File: src/rtl/i2cee_pkg.sv
// i2cee_pkg: shared widths, command and status codes of the eeprom i2c sequencer
// no dependencies; imported by the channel interfaces and the top level
package i2cee_pkg;

    localparam int ACTION_W = 2;
    localparam int BYTE_W   = 8;
    localparam int WDATA_W  = 64;
    localparam int STATUS_W = 2;
    localparam int DEVADR_W = 7;
    localparam int WAIT_W   = 20;
    localparam int CFG_IDX_W  = 1;
    localparam int CFG_DATA_W = 20;

    typedef logic [ACTION_W-1:0] action_t;
    typedef logic [STATUS_W-1:0] status_t;

    localparam action_t ACT_TICK  = 2'd0;
    localparam action_t ACT_READ  = 2'd1;
    localparam action_t ACT_WRITE = 2'd2;

    localparam status_t ST_NONE   = 2'd0;
    localparam status_t ST_OK     = 2'd1;
    localparam status_t ST_NACK   = 2'd2;
    localparam status_t ST_REJECT = 2'd3;

    localparam logic [CFG_IDX_W-1:0] CFG_DEVICE_ADDRESS   = 1'd0;
    localparam logic [CFG_IDX_W-1:0] CFG_WRITE_WAIT_TICKS = 1'd1;

    localparam logic [DEVADR_W-1:0] DEVADR_RESET = 7'd80;
    localparam logic [WAIT_W-1:0]   WAIT_RESET   = 20'd600;

endpackage

File: src/rtl/i2cee_item_if.sv
// i2cee_item_if: input channel carrying one tick or command beat
// depends on i2cee_pkg
interface i2cee_item_if;
    import i2cee_pkg::*;

    logic                 valid;
    logic                 ready;
    logic [ACTION_W-1:0]  action;
    logic [BYTE_W-1:0]    mem_address;
    logic [BYTE_W-1:0]    byte_count;
    logic [WDATA_W-1:0]   write_bytes;
    logic                 sda_sample;

    modport source (output valid, action, mem_address, byte_count, write_bytes, sda_sample,
                    input ready);
    modport sink   (input valid, action, mem_address, byte_count, write_bytes, sda_sample,
                    output ready);
endinterface

File: src/rtl/i2cee_result_if.sv
// i2cee_result_if: output channel carrying one slot result beat
// depends on i2cee_pkg
interface i2cee_result_if;
    import i2cee_pkg::*;

    logic                 valid;
    logic                 ready;
    logic                 scl_level;
    logic                 sda_level;
    logic                 busy_res;
    logic [BYTE_W-1:0]    read_byte;
    logic                 read_valid;
    logic                 read_last;
    logic [STATUS_W-1:0]  status;

    modport source (output valid, scl_level, sda_level, busy_res, read_byte, read_valid,
                    read_last, status, input ready);
    modport sink   (input valid, scl_level, sda_level, busy_res, read_byte, read_valid,
                    read_last, status, output ready);
endinterface

File: src/rtl/i2c_eeprom_master_sequencer.sv
// i2c_eeprom_master_sequencer: bus sequencer for serial eeprom random read and page write
// depends on i2cee_pkg, i2cee_item_if, i2cee_result_if
//
// Every input beat is one delay slot of bus timing (or a command). The block answers each beat
// with exactly one result beat giving the open-drain scl/sda levels for that slot, busy, a
// received byte when one completes, and an end status. A read command sends start, device
// write address, memory address, repeated start, device read address, then clocks in
// byte_count bytes (ack on all but the last) and stops. A write command sends start, device
// write address, memory address and up to PAGE_BYTES data bytes, stops, then stays busy for
// write_wait_ticks ticks. A missing ack from the slave ends with stop and status "no ack";
// a zero length ends at once with "ok"; a command while busy, or a write longer than a page,
// is rejected. Throughput is one beat per clock while result.ready is high: the whole
// sequencer state update for a beat is one pass of logic into the state and result
// registers, and the result register lets a new beat enter while the previous result is
// still being taken. Configuration writes go through cfg_we/cfg_index/cfg_data (index 0
// device address, index 1 write wait ticks) and should only be made while idle.
module i2c_eeprom_master_sequencer #(
    parameter int PAGE_BYTES = 8
) (
    input  logic                             clk,
    input  logic                             rst_n,
    input  logic                             cfg_we,
    input  logic [i2cee_pkg::CFG_IDX_W-1:0]  cfg_index,
    input  logic [i2cee_pkg::CFG_DATA_W-1:0] cfg_data,
    i2cee_item_if.sink                       item,
    i2cee_result_if.source                   result
);
    import i2cee_pkg::*;

    // bus sequencing phases
    typedef enum logic [2:0] {
        PH_IDLE, PH_START, PH_WBIT, PH_WACK, PH_RBIT, PH_RACK, PH_STOP, PH_WAIT
    } phase_t;

    // which byte of the transaction is on the bus
    typedef enum logic [2:0] {
        SG_DEVW, SG_MEM, SG_DEVR, SG_READ, SG_DATA
    } stage_t;

    localparam logic [BYTE_W-1:0] PAGE_LIMIT = BYTE_W'(PAGE_BYTES);

    // configuration
    logic [DEVADR_W-1:0] dev_addr_reg;
    logic [WAIT_W-1:0]   wait_ticks_reg;

    // sequencer state
    phase_t              phase_reg, phase_next;
    stage_t              stage_reg, stage_next;
    logic [1:0]          slot_reg, slot_next;
    logic [3:0]          bit_reg, bit_next;
    logic [BYTE_W-1:0]   bytes_left_reg, bytes_left_next;
    logic [BYTE_W-1:0]   total_reg, total_next;
    logic [BYTE_W-1:0]   shift_reg, shift_next;
    logic [WDATA_W-1:0]  wbuf_reg, wbuf_next;
    logic [BYTE_W-1:0]   addr_reg, addr_next;
    logic [WAIT_W-1:0]   wait_reg, wait_next;
    logic                is_read_reg, is_read_next;
    logic                scl_reg, scl_next;
    logic                sda_reg, sda_next;
    logic                ack_reg, ack_next;
    status_t             end_code_reg, end_code_next;

    // result register
    logic                out_valid_reg;
    logic                busy_reg, busy_next;
    logic [BYTE_W-1:0]   rbyte_reg, rbyte_next;
    logic                rvalid_reg, rvalid_next;
    logic                rlast_reg, rlast_next;
    status_t             status_reg, status_next;

    logic accept;

    // a new beat may enter whenever the result register is empty or being drained
    assign item.ready = !out_valid_reg || result.ready;
    assign accept     = item.valid && item.ready;

    assign result.valid      = out_valid_reg;
    assign result.scl_level  = scl_reg;
    assign result.sda_level  = sda_reg;
    assign result.busy_res   = busy_reg;
    assign result.read_byte  = rbyte_reg;
    assign result.read_valid = rvalid_reg;
    assign result.read_last  = rlast_reg;
    assign result.status     = status_reg;

    always_comb
    begin
        logic [BYTE_W-1:0] dev_w;
        logic [BYTE_W-1:0] dec_left;
        logic [2:0]        data_idx;
        logic [BYTE_W-1:0] data_b;
        logic [BYTE_W-1:0] shifted;

        dev_w    = {dev_addr_reg, 1'b0};
        dec_left = bytes_left_reg - BYTE_W'(1);
        data_idx = 3'(total_reg - bytes_left_reg);
        data_b   = wbuf_reg[data_idx*BYTE_W +: BYTE_W];
        shifted  = {shift_reg[BYTE_W-2:0], item.sda_sample};

        phase_next      = phase_reg;
        stage_next      = stage_reg;
        slot_next       = slot_reg;
        bit_next        = bit_reg;
        bytes_left_next = bytes_left_reg;
        total_next      = total_reg;
        shift_next      = shift_reg;
        wbuf_next       = wbuf_reg;
        addr_next       = addr_reg;
        wait_next       = wait_reg;
        is_read_next    = is_read_reg;
        scl_next        = scl_reg;
        sda_next        = sda_reg;
        ack_next        = ack_reg;
        end_code_next   = end_code_reg;

        busy_next   = 1'b0;
        rbyte_next  = '0;
        rvalid_next = 1'b0;
        rlast_next  = 1'b0;
        status_next = ST_NONE;

        if (item.action == ACT_READ || item.action == ACT_WRITE)
        begin
            if (phase_reg != PH_IDLE)
            begin
                busy_next   = 1'b1;
                status_next = ST_REJECT;
            end
            else if (item.byte_count == '0)
            begin
                status_next = ST_OK;
            end
            else if (item.action == ACT_WRITE && item.byte_count > PAGE_LIMIT)
            begin
                status_next = ST_REJECT;
            end
            else
            begin
                busy_next       = 1'b1;
                is_read_next    = (item.action == ACT_READ);
                addr_next       = item.mem_address;
                bytes_left_next = item.byte_count;
                total_next      = item.byte_count;
                if (item.action == ACT_WRITE)
                begin
                    wbuf_next = item.write_bytes;
                end
                stage_next = SG_DEVW;
                phase_next = PH_START;
                slot_next  = 2'd0;
                bit_next   = 4'd0;
            end
        end
        else if (phase_reg != PH_IDLE)
        begin
            busy_next = 1'b1;
            case (phase_reg)
                PH_START:
                begin
                    case (slot_reg)
                        2'd0:    sda_next = 1'b1;
                        2'd1:    scl_next = 1'b1;
                        2'd2:    sda_next = 1'b0;
                        default: scl_next = 1'b0;
                    endcase
                    if (slot_reg == 2'd3)
                    begin
                        shift_next = (stage_reg == SG_DEVR) ? (dev_w | BYTE_W'(1)) : dev_w;
                        bit_next   = 4'd0;
                        slot_next  = 2'd0;
                        phase_next = PH_WBIT;
                    end
                    else
                    begin
                        slot_next = slot_reg + 2'd1;
                    end
                end
                PH_WBIT:
                begin
                    if (slot_reg == 2'd0)
                    begin
                        sda_next  = shift_reg[3'd7 - bit_reg[2:0]];
                        slot_next = 2'd1;
                    end
                    else if (slot_reg == 2'd1)
                    begin
                        scl_next  = 1'b1;
                        slot_next = 2'd2;
                    end
                    else
                    begin
                        scl_next  = 1'b0;
                        slot_next = 2'd0;
                        bit_next  = bit_reg + 4'd1;
                        if (bit_reg + 4'd1 >= 4'd8)
                        begin
                            phase_next = PH_WACK;
                        end
                    end
                end
                PH_WACK:
                begin
                    if (slot_reg == 2'd0)
                    begin
                        sda_next  = 1'b1;
                        slot_next = 2'd1;
                    end
                    else if (slot_reg == 2'd1)
                    begin
                        scl_next  = 1'b1;
                        ack_next  = !item.sda_sample;
                        slot_next = 2'd2;
                    end
                    else
                    begin
                        scl_next  = 1'b0;
                        slot_next = 2'd0;
                        if (!ack_reg)
                        begin
                            end_code_next = ST_NACK;
                            phase_next    = PH_STOP;
                        end
                        else
                        begin
                            case (stage_reg)
                                SG_DEVW:
                                begin
                                    stage_next = SG_MEM;
                                    shift_next = addr_reg;
                                    bit_next   = 4'd0;
                                    phase_next = PH_WBIT;
                                end
                                SG_MEM:
                                begin
                                    if (is_read_reg)
                                    begin
                                        stage_next = SG_DEVR;
                                        phase_next = PH_START;
                                    end
                                    else
                                    begin
                                        stage_next = SG_DATA;
                                        shift_next = data_b;
                                        bit_next   = 4'd0;
                                        phase_next = PH_WBIT;
                                    end
                                end
                                SG_DEVR:
                                begin
                                    stage_next = SG_READ;
                                    phase_next = PH_RBIT;
                                    bit_next   = 4'd0;
                                    shift_next = '0;
                                end
                                default:
                                begin
                                    // data byte acked: next byte or stop
                                    bytes_left_next = dec_left;
                                    if (dec_left == '0)
                                    begin
                                        end_code_next = ST_OK;
                                        phase_next    = PH_STOP;
                                    end
                                    else
                                    begin
                                        shift_next = wbuf_reg[3'(total_reg - dec_left)*BYTE_W
                                                              +: BYTE_W];
                                        bit_next   = 4'd0;
                                        phase_next = PH_WBIT;
                                    end
                                end
                            endcase
                        end
                    end
                end
                PH_RBIT:
                begin
                    if (slot_reg == 2'd0)
                    begin
                        sda_next  = 1'b1;
                        scl_next  = 1'b0;
                        slot_next = 2'd1;
                    end
                    else
                    begin
                        scl_next   = 1'b1;
                        shift_next = shifted;
                        bit_next   = bit_reg + 4'd1;
                        slot_next  = 2'd0;
                        if (bit_reg + 4'd1 >= 4'd8)
                        begin
                            rvalid_next = 1'b1;
                            rbyte_next  = shifted;
                            rlast_next  = (bytes_left_reg == BYTE_W'(1));
                            phase_next  = PH_RACK;
                        end
                    end
                end
                PH_RACK:
                begin
                    if (slot_reg == 2'd0)
                    begin
                        scl_next  = 1'b0;
                        // nack the final byte, ack the others
                        sda_next  = (bytes_left_reg == BYTE_W'(1));
                        slot_next = 2'd1;
                    end
                    else if (slot_reg == 2'd1)
                    begin
                        scl_next  = 1'b1;
                        slot_next = 2'd2;
                    end
                    else
                    begin
                        scl_next        = 1'b0;
                        slot_next       = 2'd0;
                        bytes_left_next = dec_left;
                        if (dec_left == '0)
                        begin
                            end_code_next = ST_OK;
                            phase_next    = PH_STOP;
                        end
                        else
                        begin
                            phase_next = PH_RBIT;
                            bit_next   = 4'd0;
                            shift_next = '0;
                        end
                    end
                end
                PH_STOP:
                begin
                    if (slot_reg == 2'd0)
                    begin
                        sda_next  = 1'b0;
                        slot_next = 2'd1;
                    end
                    else if (slot_reg == 2'd1)
                    begin
                        scl_next  = 1'b1;
                        slot_next = 2'd2;
                    end
                    else
                    begin
                        sda_next  = 1'b1;
                        slot_next = 2'd0;
                        if (end_code_reg == ST_OK && !is_read_reg && wait_ticks_reg != '0)
                        begin
                            wait_next  = wait_ticks_reg;
                            phase_next = PH_WAIT;
                        end
                        else
                        begin
                            status_next = end_code_reg;
                            phase_next  = PH_IDLE;
                        end
                    end
                end
                PH_WAIT:
                begin
                    scl_next  = 1'b1;
                    sda_next  = 1'b1;
                    wait_next = wait_reg - WAIT_W'(1);
                    if (wait_reg == WAIT_W'(1))
                    begin
                        status_next = ST_OK;
                        phase_next  = PH_IDLE;
                    end
                end
                default:
                begin
                    phase_next = PH_IDLE;
                    scl_next   = 1'b1;
                    sda_next   = 1'b1;
                end
            endcase
        end
    end

    // configuration registers
    always_ff @(posedge clk or negedge rst_n)
    begin
        if (!rst_n)
        begin
            dev_addr_reg   <= DEVADR_RESET;
            wait_ticks_reg <= WAIT_RESET;
        end
        else if (cfg_we)
        begin
            case (cfg_index)
                CFG_DEVICE_ADDRESS:   dev_addr_reg   <= cfg_data[DEVADR_W-1:0];
                CFG_WRITE_WAIT_TICKS: wait_ticks_reg <= cfg_data[WAIT_W-1:0];
                default: ;
            endcase
        end
    end

    // sequencer state, updated once per accepted beat, and the result valid flag
    always_ff @(posedge clk or negedge rst_n)
    begin
        if (!rst_n)
        begin
            phase_reg      <= PH_IDLE;
            stage_reg      <= SG_DEVW;
            slot_reg       <= 2'd0;
            bit_reg        <= 4'd0;
            bytes_left_reg <= '0;
            total_reg      <= '0;
            shift_reg      <= '0;
            addr_reg       <= '0;
            wait_reg       <= '0;
            is_read_reg    <= 1'b0;
            scl_reg        <= 1'b1;
            sda_reg        <= 1'b1;
            ack_reg        <= 1'b0;
            end_code_reg   <= ST_OK;
            out_valid_reg  <= 1'b0;
        end
        else
        begin
            if (accept)
            begin
                phase_reg      <= phase_next;
                stage_reg      <= stage_next;
                slot_reg       <= slot_next;
                bit_reg        <= bit_next;
                bytes_left_reg <= bytes_left_next;
                total_reg      <= total_next;
                shift_reg      <= shift_next;
                addr_reg       <= addr_next;
                wait_reg       <= wait_next;
                is_read_reg    <= is_read_next;
                scl_reg        <= scl_next;
                sda_reg        <= sda_next;
                ack_reg        <= ack_next;
                end_code_reg   <= end_code_next;
                out_valid_reg  <= 1'b1;
            end
            else if (result.ready)
            begin
                out_valid_reg <= 1'b0;
            end
        end
    end

    // payload registers: write buffer and the rest of the result beat
    always_ff @(posedge clk)
    begin
        if (accept)
        begin
            wbuf_reg   <= wbuf_next;
            busy_reg   <= busy_next;
            rbyte_reg  <= rbyte_next;
            rvalid_reg <= rvalid_next;
            rlast_reg  <= rlast_next;
            status_reg <= status_next;
        end
    end

endmodule

File: src/flat_wrapper.sv
// flat-port wrapper written by rule: the top's interface ports become plain ports
module i2c_eeprom_master_sequencer_flat import i2cee_pkg::*;
#(
    parameter int PAGE_BYTES = 8
)
  (clk, rst_n, cfg_we, cfg_index, cfg_data, item_valid, item_action, item_mem_address, item_byte_count, item_write_bytes, item_sda_sample, item_ready, result_valid, result_scl_level, result_sda_level, result_busy_res, result_read_byte, result_read_valid, result_read_last, result_status, result_ready);
  i2cee_item_if item_i ();
  i2cee_result_if result_i ();
  input  logic clk;
  input  logic rst_n;
  input  logic cfg_we;
  input  logic [i2cee_pkg::CFG_IDX_W-1:0] cfg_index;
  input  logic [i2cee_pkg::CFG_DATA_W-1:0] cfg_data;
  input wire logic [$bits(item_i.valid)-1:0] item_valid;
  input wire logic [$bits(item_i.action)-1:0] item_action;
  input wire logic [$bits(item_i.mem_address)-1:0] item_mem_address;
  input wire logic [$bits(item_i.byte_count)-1:0] item_byte_count;
  input wire logic [$bits(item_i.write_bytes)-1:0] item_write_bytes;
  input wire logic [$bits(item_i.sda_sample)-1:0] item_sda_sample;
  output wire logic [$bits(item_i.ready)-1:0] item_ready;
  output wire logic [$bits(result_i.valid)-1:0] result_valid;
  output wire logic [$bits(result_i.scl_level)-1:0] result_scl_level;
  output wire logic [$bits(result_i.sda_level)-1:0] result_sda_level;
  output wire logic [$bits(result_i.busy_res)-1:0] result_busy_res;
  output wire logic [$bits(result_i.read_byte)-1:0] result_read_byte;
  output wire logic [$bits(result_i.read_valid)-1:0] result_read_valid;
  output wire logic [$bits(result_i.read_last)-1:0] result_read_last;
  output wire logic [$bits(result_i.status)-1:0] result_status;
  input wire logic [$bits(result_i.ready)-1:0] result_ready;
  assign item_i.valid = item_valid;
  assign item_i.action = item_action;
  assign item_i.mem_address = item_mem_address;
  assign item_i.byte_count = item_byte_count;
  assign item_i.write_bytes = item_write_bytes;
  assign item_i.sda_sample = item_sda_sample;
  assign item_ready = item_i.ready;
  assign result_valid = result_i.valid;
  assign result_scl_level = result_i.scl_level;
  assign result_sda_level = result_i.sda_level;
  assign result_busy_res = result_i.busy_res;
  assign result_read_byte = result_i.read_byte;
  assign result_read_valid = result_i.read_valid;
  assign result_read_last = result_i.read_last;
  assign result_status = result_i.status;
  assign result_i.ready = result_ready;
  i2c_eeprom_master_sequencer #(.PAGE_BYTES(PAGE_BYTES)) u_core (.clk(clk), .rst_n(rst_n), .cfg_we(cfg_we), .cfg_index(cfg_index), .cfg_data(cfg_data), .item(item_i), .result(result_i));
endmodule
File: config.mk
export PLATFORM = sky130hd
export DESIGN_NAME = i2c_eeprom_master_sequencer_flat
export DESIGN_NICKNAME = d
export VERILOG_FILES = /design/src/rtl/i2cee_pkg.sv /design/src/rtl/i2cee_item_if.sv /design/src/rtl/i2cee_result_if.sv /design/src/rtl/i2c_eeprom_master_sequencer.sv /design/src/flat_wrapper.sv
export SDC_FILE = /design/constraint.sdc
export NUM_CORES = 1
export LEC_CHECK = 0
export BUFFER_PORTS_ARGS = -buffer_cell sky130_fd_sc_hd__buf_2
export CAP_MARGIN = 40
export CORE_MARGIN = 2
export CORE_UTILIZATION = 40
export CTS_CLUSTER_DIAMETER = 100
export CTS_CLUSTER_SIZE = 14
export DETAILED_ROUTE_END_ITERATION = 12
export GPL_TIMING_DRIVEN = 0
export PLACE_DENSITY = 0.56
export SLEW_MARGIN = 20
export SYNTH_ARGS = -nofsm -noshare
export SYNTH_HDL_FRONTEND = slang
export SYNTH_SLANG_ARGS = --single-unit
File: constraint.sdc
create_clock -name clk -period 13.35 [get_ports clk]
set_clock_uncertainty 0.05 [all_clocks]
set_input_delay 2.67 -clock clk [delete_from_list [all_inputs] [get_ports clk]]
set_output_delay 2.67 -clock clk [all_outputs]
set_load 0.03 [all_outputs]
**After elaboration in Yosys (flattened, before gate mapping)**

Index checks and enable logic that the tools add are counted.

- RAM bits: 0
- Register bits: 170
- Bits in latches: 0
- ROM bits: 0
- Input bits: 109
- Memories: 0

- Bitwise gates (word level): 8
- Add/subtract/negate cells: 7
- $mul: 0
- Muxes and demuxes: 136
- Shift operators: 2
- Reductions and logical operators: 49
- Equality and inequality tests: 60
- $lt $le $gt $ge: 3
- Divide/modulo/power cells: 0

Operators by type and width:

| cell | number |
|---|---|
| two-way mux 8 bit | 21 |
| variable part select 64 x 7 -> 8 bit | 2 |
| two-way mux 3 bit | 31 |
| two-way mux 4 bit | 16 |
| two-way mux 20 bit | 3 |
| two-way mux 2 bit | 25 |
| case mux 20 bit (2 select lines) | 1 |
| != test 3 x 2 -> 1 bit (second input constant) | 12 |
| case mux 8 bit (4 select lines) | 1 |
| case mux 8 bit (3 select lines) | 1 |
| two-way mux 1 bit | 23 |
| != test 2 x 1 -> 1 bit (second input constant) | 11 |
| != test 2 bit (second input constant) | 11 |
| case mux 3 bit (7 select lines) | 1 |
| == test 20 x 1 -> 1 bit (second input constant) | 1 |
| case mux 4 bit (5 select lines) | 1 |
| nonzero test 20 bit | 1 |
| subtractor 20 x 1 -> 20 bit (second input constant) | 1 |
| case mux 3 bit (3 select lines) | 2 |
| AND reduction 18 bit | 1 |
| AND reduction 6 bit | 3 |
| logical NOT 8 bit | 2 |
| case mux 8 bit (2 select lines) | 1 |
| AND reduction 16 bit | 1 |
| 46 further kinds | 92 |

**Longest topological paths before layout**

- Depth in word-level cells: 10
- Gate-level depth with buffers: 13

**Worst setup path after synthesis**

No wires, ideal clock.

- Kind: in2reg
- Start point: input port item_action[0]
- End point: register u_core.wbuf_reg[0], enable pin
- Data arrival time: 10,069 ps
- Stages on the path: 8
- Setup slack: 2,587 ps
- Buffers on the path: 3
- Cell sequence: inv_1 -> ha_1 -> buf_2 -> inv_1 -> clkbuf_1 -> buf_1 -> nand3_1 -> nor4_1

- Word-level cells in the longest chain between the ends: 4

RTL lines:

| element | RTL line | RTL |
|---|---|---|
| from (decl) | flat_wrapper.sv:15 | `input wire logic [$bits(item_i.action)-1:0] item_action;` |
| == test 2 bit | i2c_eeprom_master_sequencer.sv:122, i2c_eeprom_master_sequencer.sv:133, i2c_eeprom_master_sequencer.sv:144 |  |
| logical AND 1 bit | i2c_eeprom_master_sequencer.sv:133 | `else if (item.action == ACT_WRITE && item.byte_count > PAGE_LIMIT)` |
| NOT 1 bit (no line) | - |  |
| AND reduction 6 bit (no line) * | - |  |
| to (signal assigned) | i2c_eeprom_master_sequencer.sv:451 | `wbuf_reg <= wbuf_next;` |
| to (decl) | i2c_eeprom_master_sequencer.sv:54 | `logic [WDATA_W-1:0] wbuf_reg, wbuf_next;` |

Mark *: on every way between the ends. The rest lies on a longest branch, timed or not.
A chain may end at the register's enable or synchronous reset.

**Worst setup path after layout**

- Start point: input port item_action[0]
- End point: register u_core.wbuf_reg[61], enable pin

Same word-level chain as after synthesis.

==> flow_metrics.env <==
export IMPL_rr_startpoint="u_core.phase_reg[0]$_DFFE_PN0P_"
export IMPL_grt_pass1_wl_um=34820
export IMPL_numCtsBuffers=17
export IMPL_cp_startpoint="item_action[0]"
export IMPL_route_met2_wl_um=10270
export IMPL_min_period_ns=6.537
export IMPL_htreeDepth=4
export IMPL_powerDensity_nw_per_um2=219.6
export IMPL_cp_required_ns=13.44
export IMPL_layout_nets=1015
export IMPL_status="finished clean"
export IMPL_ys_seq_area_share_pct=54.18
export IMPL_path_max_fanout=10
export IMPL_finalCritPeriodShare_pct=48.97
export IMPL_cap_violations=0
export IMPL_place_gp_congestion=0.9502
export IMPL_arrival_ns=6.62
export IMPL_n_fill_cell=1955
export IMPL_crit_type="input port to flop"
export IMPL_fp_dieW_um=150.5
export IMPL_synth_fp_nets=859
export IMPL_critPathLaunchType="input port"
export IMPL_track_usage_pct=20.03
export IMPL_netlist_area_um2=8583
export IMPL_peakVddDrop_mv=0.1469
export IMPL_worstSkewPairLatency_ns=0.43
export IMPL_tightest_slew_ns=0.8477
export IMPL_synthTopCellsByArea="edfxtp_1, dfrtp_1, mux2_2, mux4_2, a21oi_1"
export IMPL_drive_above_1_share_pct=29.71
export IMPL_wl_met3_um=1310
export IMPL_via_count=6490
export IMPL_cts_resized=0
export IMPL_rsz0062_at_grt="no"
export IMPL_drc_errors=0
export IMPL_endpoint="u_core.wbuf_reg[61]$_DFFE_PP_"
export IMPL_synthArstFlopShare_pct=54.71
export IMPL_ys_flop_type="dfrtp_1"
export IMPL_p_leak_nw=4.116
export IMPL_yosys_cell_types_count=75
export IMPL_synthCells=733
export IMPL_root_buffer="clkbuf_16"
export IMPL_die_y_um=150.5
export IMPL_yosysWarnings=0
export IMPL_area_delta_synth_final_pct=20.18
export IMPL_r2r_setup_slack_ns=9.25
export IMPL_dpl_hpwl_um=16190
export IMPL_cts_hold_buf=0
export IMPL_fin_area_um2=10310
export IMPL_first_pass_iters=5
export IMPL_grt_pass1_vias=6418
export IMPL_place_area_um2=9656
export IMPL_r2r_end="u_core.wbuf_reg[61]$_DFFE_PP_"
export IMPL_route_top_layer_used="met5"
export IMPL_portBuffers=125
export IMPL_cts_setup_buffers=0
export IMPL_grt_max_degree=76
export IMPL_synth_edf_count=77
export IMPL_fmax_ghz=0.1530
export IMPL_hp_class="flop to flop"
export IMPL_setup_viol=0
export IMPL_path_clk_slew_ns=0.07
export IMPL_cts_sinks=170
export IMPL_cts_buffer_depth=2
export IMPL_post_synth_cell_area_avg_um2=11.71
export IMPL_ant_nets=0
export IMPL_die_area_um2=22650
export IMPL_synth_top_area_share_pct=26.94
export IMPL_final_common_cell="buf_2"
export IMPL_yosysTopAreaCell="edfxtp_1"
export IMPL_cp_end_kind="flop"
export IMPL_tritoncts="done"
export IMPL_ys_seq_elements=170
export IMPL_rows=53
export IMPL_slew_violations=0
export IMPL_finalHoldViolations=0
export IMPL_whs_ns=0.4247
export IMPL_core_area_um2=21020
export IMPL_drt_iter0_markers=532
export IMPL_reg2regPathDepth=12
export IMPL_grt_ovfl_total=0
export IMPL_antenna_found_initial=3
export IMPL_finalPower_mw=2.266
export IMPL_vias_per_cell=5.505
export IMPL_largest_register_ffs=64
export IMPL_finalWirelength_um=21670
export IMPL_wl_met1_um=9806
export IMPL_ios=126
export IMPL_initial_utilization_pct=40.83
export IMPL_relSlewSlack_pct=43.05
export IMPL_final_cell_mix="buf_2, dfrtp_1, edfxtp_1"
export IMPL_wire_per_inst_um=18.38
## final cells by class
class                      instances  area, µm²  share of cell area, %
clock buffer                      17      425.4                  4.124
clock inverter                    15      214.0                  2.074
sequential                       170       4651                  45.09
multi-input combinational        500       3685                  35.72
buffer                            41      171.4                  1.662
inverter                          22      82.58                 0.8006
antenna                            2      5.005                0.04852
timing repair buffer             137      737.0                  7.145
tap                              275      344.1                  3.336
## synth_stat cells (all sizes together), types with 5 or more instances
cell type and instances:
edfxtp 77, dfstp 9, nor2 46, mux2i 13, mux4 18, o21ai 55, dfrtp 84, xnor2 5
nand2b 6, a21oi 56, nand2 36, ha 16, a22o 12, nor2b 5, and2 10, nor4 13
o22ai 15, mux2 41, and3 8, clkbuf 22, buf 19, or3 7, o21a 7, inv 22
a22oi 12, nor3 21, a31oi 5, o211ai 8, nand3 17
## power by group
group | leakage, nW | switching [mW] | total (mW) | internal [mW]
registers | 1.84 | 0.0970 | 0.748 | 0.651
clock network | 0.308 | 0.255 | 0.518 | 0.263
logic | 1.97 | 0.538 | 1.00 | 0.461
total | 4.12 | 0.890 | 2.27 | 1.38
## worst max-delay path, stage by stage
cell and delay (ns):
buf_2 0.09, inv_1 0.04, ha_1 0.35, buf_2 0.22
inv_1 0.09, clkbuf_1 0.47, buf_1 0.42, nand3_1 0.15
nor4_2 0.70, buf_2 0.34, buf_2 0.24, buf_6 0.16
buf_2 0.21, buf_2 0.24, buf_2 0.23
## stage by stage
step / cells / TNS, ns / setup slack [ns] / util [%]
6_report: 1179 / 0 / 6.813 / 49.07
2_1_floorplan: 733 / 0 / 2.587 / -
3_5_place_dp: 1144 / 0 / 6.317 / 45.93
5_1_grt: 1177 / 0 / 6.406 / 49.04
4_1_cts: 1176 / 0 / 6.772 / 48.97
3_3_place_gp: 1133 / -34.88 / -0.5501 / 45.44
## how the worst min path moves through the flow
stage,cells after the start,start,end
after floorplan,2,u_core.end_code_reg[0]$_DFFE_PN1P_,u_core.end_code_reg[0]$_DFFE_PN1P_
after global placement,2,u_core.end_code_reg[0]$_DFFE_PN1P_,u_core.end_code_reg[0]$_DFFE_PN1P_
after detailed placement,2,u_core.end_code_reg[0]$_DFFE_PN1P_,u_core.end_code_reg[0]$_DFFE_PN1P_
after CTS,2,u_core.end_code_reg[0]$_DFFE_PN1P_,u_core.end_code_reg[0]$_DFFE_PN1P_
after global routing,2,u_core.end_code_reg[0]$_DFFE_PN1P_,u_core.end_code_reg[0]$_DFFE_PN1P_
final,2,u_core.end_code_reg[0]$_DFFE_PN1P_,u_core.end_code_reg[0]$_DFFE_PN1P_
## cell families (layout without fill, tap and decap cells)
logic type	count (synthesis)	count (layout)	synth area share (%)
AO/OA/AOI/OAI	210	210	15.70
XOR/XNOR	6	6	0.6997
adder cells (fa/ha/maj)	17	17	2.566
buffers and inverters	63	232	2.959
flip-flops	170	170	54.18
multiplexers	72	72	11.62
other	0	2	0
AND/OR/NAND/NOR	195	195	12.27
## per-layer routing
metal | up-vias | GRT usage, %
met2 | 211 | 32.07
met3 | 22 | 4.152
met5 | - | 0
met1 | 3139 | 27.85
li1 | 3116 | -
met4 | 2 | 5.236
(Power assumes the default switching activity.)
